## src/rtl/core/salc_pkg.sv

```systemverilog
// ----------------------------------------------------------------------------
// Set-associative LRU cache package
// Widths, register indexes, outcome codes and controller interface types.
// ----------------------------------------------------------------------------
`timescale 1ns / 1ps
`default_nettype none

package salc_pkg;

  localparam int MAX_SET_BITS_DEF = 5;
  localparam int WAYS_DEF         = 4;

  localparam int ADDR_W        = 64;
  localparam int CNT_W         = 32;
  localparam int SET_BITS_W    = 3;
  localparam int BLOCK_BITS_W  = 6;
  localparam int WAYS_IN_USE_W = 3;
  localparam int CFG_DATA_W    = 6;
  localparam int CFG_INDEX_W   = 2;
  localparam int OUTCOME_W     = 2;
  localparam int WAY_OUT_W     = 2;

  localparam logic [BLOCK_BITS_W-1:0] MAX_BLOCK_BITS = 6'd32;

  localparam logic [SET_BITS_W-1:0]    SET_BITS_RST    = 3'd4;
  localparam logic [BLOCK_BITS_W-1:0]  BLOCK_BITS_RST  = 6'd4;
  localparam logic [WAYS_IN_USE_W-1:0] WAYS_IN_USE_RST = 3'd4;

  localparam logic [CFG_INDEX_W-1:0] REG_SET_BITS    = 2'd0;
  localparam logic [CFG_INDEX_W-1:0] REG_BLOCK_BITS  = 2'd1;
  localparam logic [CFG_INDEX_W-1:0] REG_WAYS_IN_USE = 2'd2;

  localparam logic [OUTCOME_W-1:0] OUTCOME_HIT   = 2'd0;
  localparam logic [OUTCOME_W-1:0] OUTCOME_FILL  = 2'd1;
  localparam logic [OUTCOME_W-1:0] OUTCOME_EVICT = 2'd2;

  typedef struct packed {
    logic clear;
    logic load;
    logic commit;
  } salc_cmd_t;

  typedef struct packed {
    logic clear_last;
  } salc_status_t;

endpackage

`default_nettype wire

```

## src/rtl/core/salc_controller.sv

```systemverilog
// ----------------------------------------------------------------------------
// Set-associative LRU cache controller
// Sequences the clearing pass, the set read and the write-back of each item.
// ----------------------------------------------------------------------------
`timescale 1ns / 1ps
`default_nettype none

module salc_controller (
  input  wire logic                   clk_i,
  input  wire logic                   rst_ni,
  input  wire logic                   in_valid_i,
  output logic                        in_stall_o,
  output logic                        out_valid_o,
  input  wire logic                   out_stall_i,
  input  wire salc_pkg::salc_status_t status_i,
  output salc_pkg::salc_cmd_t         cmd_o
);

  typedef enum logic [1:0] {
    ST_CLEAR,
    ST_IDLE,
    ST_LOOKUP
  } state_e;

  state_e state_q;
  logic   out_valid_q;

  always_comb begin
    cmd_o.clear  = (state_q == ST_CLEAR);
    cmd_o.load   = (state_q == ST_IDLE) && in_valid_i;
    cmd_o.commit = (state_q == ST_LOOKUP) && (!out_valid_q || !out_stall_i);
  end

  assign in_stall_o  = (state_q != ST_IDLE);
  assign out_valid_o = out_valid_q;

  always_ff @(posedge clk_i or negedge rst_ni) begin
    if (!rst_ni) begin
      state_q     <= ST_CLEAR;
      out_valid_q <= 1'b0;
    end else begin
      case (state_q)
        ST_CLEAR: begin
          if (status_i.clear_last) begin
            state_q <= ST_IDLE;
          end
        end
        ST_IDLE: begin
          if (in_valid_i) begin
            state_q <= ST_LOOKUP;
          end
        end
        ST_LOOKUP: begin
          if (cmd_o.commit) begin
            state_q <= ST_IDLE;
          end
        end
        default: begin
          state_q <= ST_CLEAR;
        end
      endcase
      if (cmd_o.commit) begin
        out_valid_q <= 1'b1;
      end else if (!out_stall_i) begin
        out_valid_q <= 1'b0;
      end
    end
  end

endmodule

`default_nettype wire

```

## config.mk

```make
export PLATFORM = sky130hd
export DESIGN_NAME = salc_controller
export DESIGN_NICKNAME = d
export VERILOG_FILES = /design/src/rtl/core/salc_pkg.sv /design/src/rtl/core/salc_controller.sv
export SDC_FILE = /design/constraint.sdc
export NUM_CORES = 1
export LEC_CHECK = 0
export BUFFER_PORTS_ARGS = -buffer_cell sky130_fd_sc_hd__buf_2
export CAP_MARGIN = 15
export CORE_AREA = 2 2 39 41
export CTS_CLUSTER_DIAMETER = 150
export DETAILED_ROUTE_END_ITERATION = 7
export DIE_AREA = 0 0 41 43
export SLEW_MARGIN = 20
export SYNTH_ARGS = -nofsm -noshare
export SYNTH_HDL_FRONTEND = slang
export SYNTH_SLANG_ARGS = --single-unit
```

## constraint.sdc

```tcl
create_clock -name clk_i -period 2.5 [get_ports clk_i]
set_clock_uncertainty 0.2 [all_clocks]
set_input_delay 0.75 -clock clk_i [delete_from_list [all_inputs] [get_ports clk_i]]
set_output_delay 0.75 -clock clk_i [all_outputs]
set_load 0.01 [all_outputs]
```

Word-level counts from Yosys, hierarchy flattened
Cells that the tools add are included.
{"block": "totals", "output_inout_bits": 5, "in_bits": 5, "wordCells": 22, "regBits": 3}
{"block": "op_classes", "n_reduce_logical": 7, "n_eq_ne": 7, "n_mux": 6}
{"op": "2-bit two-way mux", "n": 3}
{"op": "2-bit inequality test, second input constant", "n": 3}
{"op": "2-bit case mux with 3 select lines", "n": 1}
{"op": "2-bit by 1-bit inequality test with 1-bit output, second input constant", "n": 2}
{"op": "3-bit AND reduction", "n": 1}
{"op": "2-bit by 1-bit equality test with 1-bit output, second input constant", "n": 1}
{"op": "2-bit equality test, second input constant", "n": 1}
{"op": "1-bit logical AND", "n": 2}
{"op": "1-bit logical NOT", "n": 2}
{"op": "2-bit logical NOT", "n": 1}
{"op": "1-bit two-way mux", "n": 2}
{"op": "1-bit logical OR", "n": 1}

Logic depth before layout (Yosys ltp)
Gate-level depths: netlist of run 1.
{"block": "depth", "depth_word": 5, "mapped_depth": 2}

Least setup slack after synthesis of run 1
Ideal clock, no wire load.
{"block": "synth_timing", "path_kind": "in2out", "from": "in out_stall_i", "to": "out cmd_o[0] (netlist bit)", "t_arrival_ns": 0.968, "cell_stages": 1, "required_time_ns": 1.550, "path_slack_ns": 0.582, "cell_sequence": "a21oi_1"}
{"block": "synth_via", "elab_chain_cells": 3}
{"element": "from (decl)", "line_no": "salc_controller.sv:14", "source": "input wire logic out_stall_i,"}
{"element": "1-bit logical NOT"}
{"element": "1-bit logical OR", "line_no": "salc_controller.sv:31", "source": "cmd_o.commit = (state_q == ST_LOOKUP) && (!out_valid_q || !out_stall_i);"}
{"element": "1-bit logical AND", "line_no": "salc_controller.sv:31"}
{"element": "to (decl)", "line_no": "salc_controller.sv:16", "source": "output salc_pkg::salc_cmd_t cmd_o"}
No other way between the ends.

==> reports/results.ini, run 1 <==
[outcome]
status = finished clean

[place]
gp_congestion = 0.6158
dp_slack_ps = 394.3
hpwl_um = 269.1
portBuffers = 9

[detailed_routing]
wl_met3_um = 40
drc = 0
ant_nets = 0
routed.top_layer = met4
dr_total_vias = 155
dr.pass1.iters = 2
wl_met2_um = 178
viasPerCell = 3.605
routedWlPerCell_um = 7.651
m1WireLength_um = 91
drtIter0Drc = 3
postRouteWirelength_um = 329

[timing]
slew-limit-headroom_pct = 88.61
finalSetupViolCount = 0
maxSlewViolCount = 0
tightest_slew_ps = 170.8
final.period_utilization_pct = 84.05
rsz0062_at_grt = false
layout_min_cycle_time_ps = 2101
fmax_mhz = 475.9
setup_slack_ps = 398.7
fin_tns_setup_ps = 0
hold_viol = 0

[clocking]
clockRootBuffer = clkbuf_4
cts_num_sinks = 3
clk_latency_ps = 230
cts_tree = yes
cts_setup_buffers = 0
cts.clk_slew.worst_paths_ps = 40
clock_path_buffers = 2
ctsResizeCount = 0
htree_levels = 1
cts_made_buffers = 3
cts_hold_buf = 0

[flow_run]
maxCapViolCount = 0

[final_layout]
final_common_cell = buf_2
diodes = 0
layout_common_cells = buf_2, clkbuf_4, dfrtp_1
synthToLayoutAreaGrowth_pct = 63.48
final_nets = 33
drive_gt1_share_pct = 44.44

[worst_setup_path]
crit_path_end_kind = output pin
crit_fanout = 2
start_kind = primary input
crit_arrival_ps = 1150
required_ps = 1550
crit_type = primary input to output pin

[die]
rows = 14
die_area_mm2 = 0.001763
die_w_um = 41
coreArea_mm2 = 0.001384
io_pins = 10
fp.dieH_um = 43
start_util_pct = 10.40

[global_routing]
grt_max_degree = 7
grt_pass1_wl_um = 579
track_usage_pct = 5.411
grt-ovfl-total = 0
grt_pass1_vias = 149
grt_antenna_before_repair = 0

[yosys]
syn_inst = 14
syn-num-nets = 19
ys_seq_area_share_pct = 52.17
synth.avg_cell_area_um2 = 10.28
synth_cell_type_count = 10
ys_ff_latch = 3
synth_area_um2 = 143.9
yosys_warnings = 0

[power]
ir_worst_vdd_mv = 0.2296
power_density_mw_per_mm2 = 1224
power_frac_seq_pct = 33.4
power_frac_comb_pct = 37.1
power_switching_w = 0.0001012
p_int_w = 0.0001866
clkPwrFrac_pct = 29.6
switching_share_pct = 35.17
p_leak_nw = 0.1263

[worst_hold_path]
min_path_type = primary input to asynchronous set/reset pin

metal layers:
layer / vias to the layer above / track usage (%)
met1: 73 / 4.792
li1: 74 / -
met4: 0 / 8.000
met5: - / 0
met2: 6 / 7.500
met3: 2 / 1.571
sequential cells by signal, summed over array words and instances, names as in the netlist:
signal       count
out_valid_o      1
state_q          2
critical path, cell delays in order:
cell     delay (ps)
buf_2           100
and3b_1         160
buf_2           140
cell type report:
cell class | count | area [µm²]
clock buffers | 4 | 26.28
fillers | 160 | 1149
multi-input cells | 11 | 68.82
flip-flops and latches | 3 | 75.07
well taps | 16 | 20.02
repair buffers | 9 | 45.04
Yosys cell counts:
library cell / instances / area, µm²
a21oi_1: 1 / 5.000
nand2b_1: 2 / 12.51
o21bai_1: 1 / 7.510
nor2_1: 1 / 3.750
and3b_1: 1 / 8.760
nand2_1: 2 / 7.510
dfrtp_1: 3 / 75.07
o2bb2ai_1: 1 / 8.760
nand3_1: 1 / 5.000
o21ba_1: 1 / 10.01
power groups by stage:
| stage | registers [W] | logic, W | clock network [W] |
|---|---|---|---|
| detailed placement | 0.0000972 | 0.000109 | 0 |
| CTS | 0.0000970 | 0.000109 | 0.0000896 |
| global placement | 0.0000969 | 0.000109 | 0 |
| finish | 0.0000960 | 0.000107 | 0.0000851 |
| floorplan | 0.0000945 | 0.0000632 | 0 |
| global route | 0.000104 | 0.000118 | 0.0000968 |
stage by stage:
step	power, W	hold slack (ps)	utilization [%]	instances	cell area [µm²]
final	0.0002879	100.7	17.00	43	235.2
after global routing	0.0003186	89.77	17.00	43	235.2
after CTS	0.0002958	93.71	17.00	43	235.2
after detailed placement	0.0002060	311.9	15.10	39	209.0
after global placement	0.0002062	299.1	15.10	39	209.0
after floorplan	0.0001576	254.4	-	14	143.9
cell families after synthesis:
family | share of synthesized area, %
simple gates | 26.08
compound gates | 21.74
flops | 52.17
worst paths after layout:
check | from | endpoint | slack [ps] | cells past startpoint
setup / recovery | in_valid_i | cmd_o[1] | 400 | 3
setup reg to reg | state_q[1] | state_q[1] | 1420 | 2
hold / removal | rst_ni | state_q[0] | 100 | 1
min in group clk_i | out_valid_o | out_valid_o | 310 | 2
max in group asynchronous | rst_ni | out_valid_o | 1890 | 1
hold reg to reg | out_valid_o | out_valid_o | 310 | 2
Note: power is estimated with default switching activity, not from simulation.
==> run 2, diff against run 1 <==
--- a/config.mk
+++ b/config.mk
@@ -5,6 +5,7 @@
 export SDC_FILE = /design/constraint.sdc
 export NUM_CORES = 1
 export LEC_CHECK = 0
+export ABC_AREA = 1
 export BUFFER_PORTS_ARGS = -buffer_cell sky130_fd_sc_hd__buf_2
 export CAP_MARGIN = 15
 export CORE_AREA = 2 2 39 41
==> constraint.sdc (replaced) <==
create_clock -name clk_i -period 2.1 [get_ports clk_i]
set_clock_uncertainty 0.2 [all_clocks]
set_input_delay 0.63 -clock clk_i [delete_from_list [all_inputs] [get_ports clk_i]]
set_output_delay 0.63 -clock clk_i [all_outputs]
set_load 0.01 [all_outputs]
==> reports/results.ini, run 2 <==
[worst_setup_path]
crit_arrival_ps = 1030  ; -120 ps
required_ps = 1270  ; -280 ps
r2r-start = state_q[0]
cpPeakStageDelay_ps = 390  ; +230 ps
crit_fanout = 4  ; +2
crit_chain = inv_1, nand2_2, a21oi_1, buf_2
crit_family = flip-flops
crit_slowest_cell = dfrtp_1
crit_path_end_kind = output pin
crit_type = register to output pin
start_kind = register
setup.worst_path.start = state_q[0]
critPathBufInv = 2  ; unchanged

[die]
rows = 14  ; unchanged
coreArea_mm2 = 0.001384  ; unchanged
start_util_pct = 10.49  ; +0.090 points
die_area_mm2 = 0.001763  ; unchanged
io_pins = 10  ; unchanged
die_w_um = 41  ; unchanged
fp.dieH_um = 43  ; unchanged

[yosys]
synth.avg_cell_area_um2 = 8.063  ; -22%
ys_async_sr_fraction_pct = 100.0  ; unchanged
synth_area_um2 = 145.1  ; +0.87%
syn_inst = 18  ; +4
ys_ff_latch = 3  ; unchanged
synth_cell_type_count = 10  ; unchanged
synth_edf_count = 0  ; unchanged
synth_top_area_cell = dfrtp_1
yosysTopAreaCellShare_pct = 51.72  ; -0.45 points
yosys_warnings = 0  ; unchanged
syn-num-nets = 23  ; +4
ys_seq_area_share_pct = 51.72  ; -0.45 points
synth_commonest_cells = dfrtp_1, inv_1, nand2_1, nor2_1
ys.flop_type = dfrtp_1
yosys-top-cells-area = dfrtp_1, inv_1, nand2_1, nor2_1, a21oi_2

[global_routing]
grt_antenna_before_repair = 0  ; unchanged
grt_pass1_vias = 155  ; +4.0%
track_usage_pct = 5.136  ; -0.27 points
grt_max_degree = 5  ; -2
grt_pass1_wl_um = 558  ; -3.6%
grt-ovfl-total = 0  ; unchanged

[final_layout]
diodes = 0  ; unchanged
synthToLayoutAreaGrowth_pct = 69.83
final_nets = 38  ; +15%
instances_no_fill = 48  ; +12%
largest-register = state_q
drive_gt1_share_pct = 43.75  ; -0.69 points
largest_register_ffs = 2  ; unchanged
final_common_cell = buf_2

[timing]
setup_slack_ps = 243.8  ; -154.8 ps
tightest_slew_ps = 151.7  ; -19.14 ps
fmax_mhz = 538.7
layout_min_cycle_time_ps = 1856
fin_tns_setup_ps = 0  ; unchanged
rsz0062_at_grt = false
slew-limit-headroom_pct = 89.82  ; +1.2 points
hold_slack_ps = 358.6  ; +257.9 ps
hold_viol = 0  ; unchanged
final.period_utilization_pct = 88.39
maxSlewViolCount = 0  ; unchanged
finalSetupViolCount = 0  ; unchanged

[place]
gp_congestion = 0.5678  ; -7.8%
dp_slack_ps = 273.5  ; -120.9 ps
hpwl_um = 270.8  ; +0.63%
dp_cells = 43  ; +10%
portBuffers = 9  ; unchanged

[clocking]
clock_path_buffers = 2  ; unchanged
cts_num_sinks = 3  ; unchanged
clockRootBuffer = clkbuf_4
cts_made_buffers = 3  ; unchanged
cts.clk_slew.worst_paths_ps = 40  ; about the same
htree_levels = 1  ; unchanged
cts_hold_buf = 1  ; +1
clk_latency_ps = 230  ; about the same
cts_setup_buffers = 0  ; unchanged
ctsResizeCount = 0  ; unchanged
cts_tree = yes

[power]
p_leak_nw = 0.1330  ; +5.3%
report.power.total_w = 0.0003469  ; +20%
ir_worst_vdd_mv = 0.2026  ; -12%
power_density_mw_per_mm2 = 1407  ; +15%

[flow_run]
maxCapViolCount = 0  ; unchanged

[detailed_routing]
drc = 0  ; unchanged
routedWlPerCell_um = 7.146  ; -6.6%
ant_nets = 0  ; unchanged
dr_total_vias = 153  ; -1.3%
viasPerCell = 3.188  ; -12%
drtIter0Drc = 1  ; -2
dr.pass1.iters = 2  ; unchanged
postRouteWirelength_um = 343  ; +4.3%

[worst_hold_path]
hp-start = out_valid_o
min_path_type = register to register

[outcome]
status = finished clean

==> run 2: logic make-up after synthesis <==
group	Yosys count	share of synthesized area [%]
and+or+nand+nor	8	23.27
AOI/OAI and AO/OA	4	17.24
DFF	3	51.72
buffers and inverters	3	7.758
==> run 2: final cells by class <==
type	count	area [µm²]
tap	16	20.02
timing repair buffer	10	55.05
multi-input combinational	12	58.81
clock buffer	4	26.28
inverter	3	11.26
fill	161	1137
sequential	3	75.07
==> run 2: worst reg2reg max path, cell delays in order, from the launching register on <==
cell and delay, ps:
dfrtp_1 390, inv_1 90, nand2_2 70, nor2_1 120, a21oi_2 40
==> run 2: worst paths after layout <==
kind                               endpoint  cells past startpoint  slack [ps]
worst max-delay path               cmd_o[0]                      4         240
worst min-delay path            out_valid_o                      2         360
worst max register to register   state_q[0]                      4        1070
worst min register to register  out_valid_o                      2         360
max in group asynchronous        state_q[1]                      2        1070
min in group asynchronous       out_valid_o                      2         520
==> run 2: through the flow <==
| step | utilization, % | instance area [µm²] |
|---|---|---|
| 2_1_floorplan | - | 145.1 |
| 3_3_place_gp | 15.19 | 210.2 |
| 3_5_place_dp | 15.19 | 210.2 |
| 4_1_cts | 17.81 | 246.5 |
| 5_1_grt | 17.81 | 246.5 |
| 6_report | 17.81 | 246.5 |
==> run 2: routing by layer <==
layer / GRT usage, % / part of all wire [%] / vias up / wire length (µm)
li1: - / - / 85 / -
met1: 5.195 / 41 / 62 / 140
met2: 6.250 / 50 / 6 / 172
met3: 3.141 / 8.7 / 0 / 30
met4: 6.000 / 0 / 0 / 0
met5: 0 / 0 / - / 0
==> run 2: power breakdown <==
part | switching, W | leakage, nW | internal, W
Clock | 0.0000273 | 0.0150 | 0.0000710
Combinational | 0.0000811 | 0.0797 | 0.0000606
Sequential | 0.0000232 | 0.0383 | 0.0000837
==> run 3, diff against run 2 <==
--- a/config.mk
+++ b/config.mk
@@ -8,10 +8,13 @@
 export ABC_AREA = 1
 export BUFFER_PORTS_ARGS = -buffer_cell sky130_fd_sc_hd__buf_2
 export CAP_MARGIN = 15
+export CELL_PAD_IN_SITES_DETAIL_PLACEMENT = 2
+export CELL_PAD_IN_SITES_GLOBAL_PLACEMENT = 2
 export CORE_AREA = 2 2 39 41
 export CTS_CLUSTER_DIAMETER = 150
 export DETAILED_ROUTE_END_ITERATION = 7
 export DIE_AREA = 0 0 41 43
+export PLACE_DENSITY = 0.52
 export SLEW_MARGIN = 20
 export SYNTH_ARGS = -nofsm -noshare
 export SYNTH_HDL_FRONTEND = slang
==> reports/results.ini, run 3 (synthesized netlist as in run 2, its figures left out) <==
[outcome]
status = finished clean

[worst_setup_path]
crit_fanout = 4  ; unchanged
start_kind = register
crit_path_end_kind = output pin
crit_chain = inv_1, nand2_2, a21oi_1, buf_2
crit_arrival_ps = 1050  ; +20 ps
crit_slowest_cell = dfrtp_1
cpPeakStageDelay_ps = 390  ; about the same
crit_type = register to output pin
required_ps = 1270  ; about the same
rrSetupSlack_ps = 1040  ; -30 ps

[place]
place_area_um2 = 210.2  ; unchanged
hpwl_um = 369.9  ; +37%
dp_slack_ps = 258.7  ; -14.81 ps
portBuffers = 9  ; unchanged
gp_congestion = 0.5698  ; +0.35%

[clocking]
cts.clk_slew.worst_paths_ps = 40  ; about the same
clockRootBuffer = clkbuf_4
htree_levels = 1  ; unchanged
cts_num_sinks = 3  ; unchanged
cts_made_buffers = 3  ; unchanged
cts_setup_buffers = 0  ; unchanged
clock_path_buffers = 2  ; unchanged
clk_latency_ps = 230  ; about the same
cts_tree = yes

[global_routing]
grt-ovfl-total = 0  ; unchanged
grt_antenna_before_repair = 0  ; unchanged
grt_max_degree = 5  ; unchanged
grt_pass1_vias = 200  ; +29%
grt_pass1_wl_um = 759  ; +36%
track_usage_pct = 6.740  ; +1.6 points

[power]
report.power.total_w = 0.0003552  ; +2.4%
ir_worst_vdd_mv = 0.3729  ; +84%
power_density_mw_per_mm2 = 1441  ; +2.4%
p_leak_nw = 0.1330  ; unchanged

[final_layout]
largest-register = state_q
design_area_um2 = 246.5  ; unchanged
final_nets = 38  ; unchanged
diodes = 0  ; unchanged
drive_gt1_share_pct = 43.75  ; unchanged
final_common_cell = buf_2
largest_register_ffs = 2  ; unchanged
synthToLayoutAreaGrowth_pct = 69.83  ; unchanged

[timing]
setup_slack_ps = 220.3  ; -23.52 ps
layout_min_cycle_time_ps = 1880  ; +23.52 ps
maxSlewViolCount = 0  ; unchanged
fmax_mhz = 532.0  ; -1.3%
rsz0062_at_grt = false
fin_tns_setup_ps = 0  ; unchanged
final.period_utilization_pct = 89.51  ; +1.1 points
slew-limit-headroom_pct = 89.78  ; about the same
tightest_slew_ps = 153.3  ; +1.649 ps
hold_slack_ps = 375.3  ; +16.71 ps
finalSetupViolCount = 0  ; unchanged
hold_viol = 0  ; unchanged

[die]
rows = 14  ; unchanged
die_area_mm2 = 0.001763  ; unchanged
start_util_pct = 10.49  ; unchanged
die_w_um = 41  ; unchanged
fp.dieH_um = 43  ; unchanged
io_pins = 10  ; unchanged
coreArea_mm2 = 0.001384  ; unchanged

[detailed_routing]
postRouteWirelength_um = 450  ; +31%
m1WireLength_um = 196  ; +40%
dr_total_vias = 172  ; +12%
drc = 0  ; unchanged
viasPerCell = 3.583  ; +12%
routed.top_layer = met3
wl_met3_um = 67  ; +120%
drtIter0Drc = 0  ; -1
routedWlPerCell_um = 9.375  ; +31%
dr.pass1.iters = 1  ; -1
wl_met2_um = 186  ; +8.1%
ant_nets = 0  ; unchanged

[flow_run]
maxCapViolCount = 0  ; unchanged

[worst_hold_path]
min_path_type = register to register

run 3: what timing repair did:
| action | 4_1_cts | 5_1_grt |
|---|---|---|
| gates resized for setup | 0 | 0 |
| endpoints found under the hold margin | 3 | 0 |
| hold buffers | 1 | 0 |
run 3: final cells by class:
type / count / area, µm²
repair buffers: 10 / 55.05
flip-flops and latches: 3 / 75.07
multi-input cells: 12 / 58.81
fillers: 169 / 1137
well taps: 16 / 20.02
inverters: 3 / 11.26
clock buffers: 4 / 26.28
run 3: worst paths after layout:
check | depth (start not counted) | endpoint | start
min | 2 | out_valid_o | out_valid_o
max in group asynchronous | 2 | state_q[1] | rst_ni
max | 4 | cmd_o[0] | state_q[0]
min in group asynchronous | 2 | out_valid_o | rst_ni
min reg2reg | 2 | out_valid_o | out_valid_o
max reg2reg | 4 | state_q[0] | state_q[0]
run 3: routing by layer:
metal,up-vias,global-route usage (%)
met5,-,0
met4,0,8.000
met3,0,2.094
met2,10,9.063
met1,78,7.120
li1,84,-
run 3: critical path, delay by kind of cell, from the launching register on:
kind,cells,cell delay (ps)
compound gates,1,110
buf+inv,2,230
flops,1,390
simple gates,1,80
run 3: stage by stage:
stage,util (%),instances
after floorplan,-,18
after CTS,17.81,48
after detailed placement,15.19,43
final,17.81,48
after global placement,15.19,43
after global routing,17.81,48
run 3: where the power goes:
group          switching, W  leakage (nW)  internal [W]
Sequential        0.0000243        0.0383     0.0000837
Clock             0.0000292        0.0150     0.0000712
Combinational     0.0000861        0.0797     0.0000607
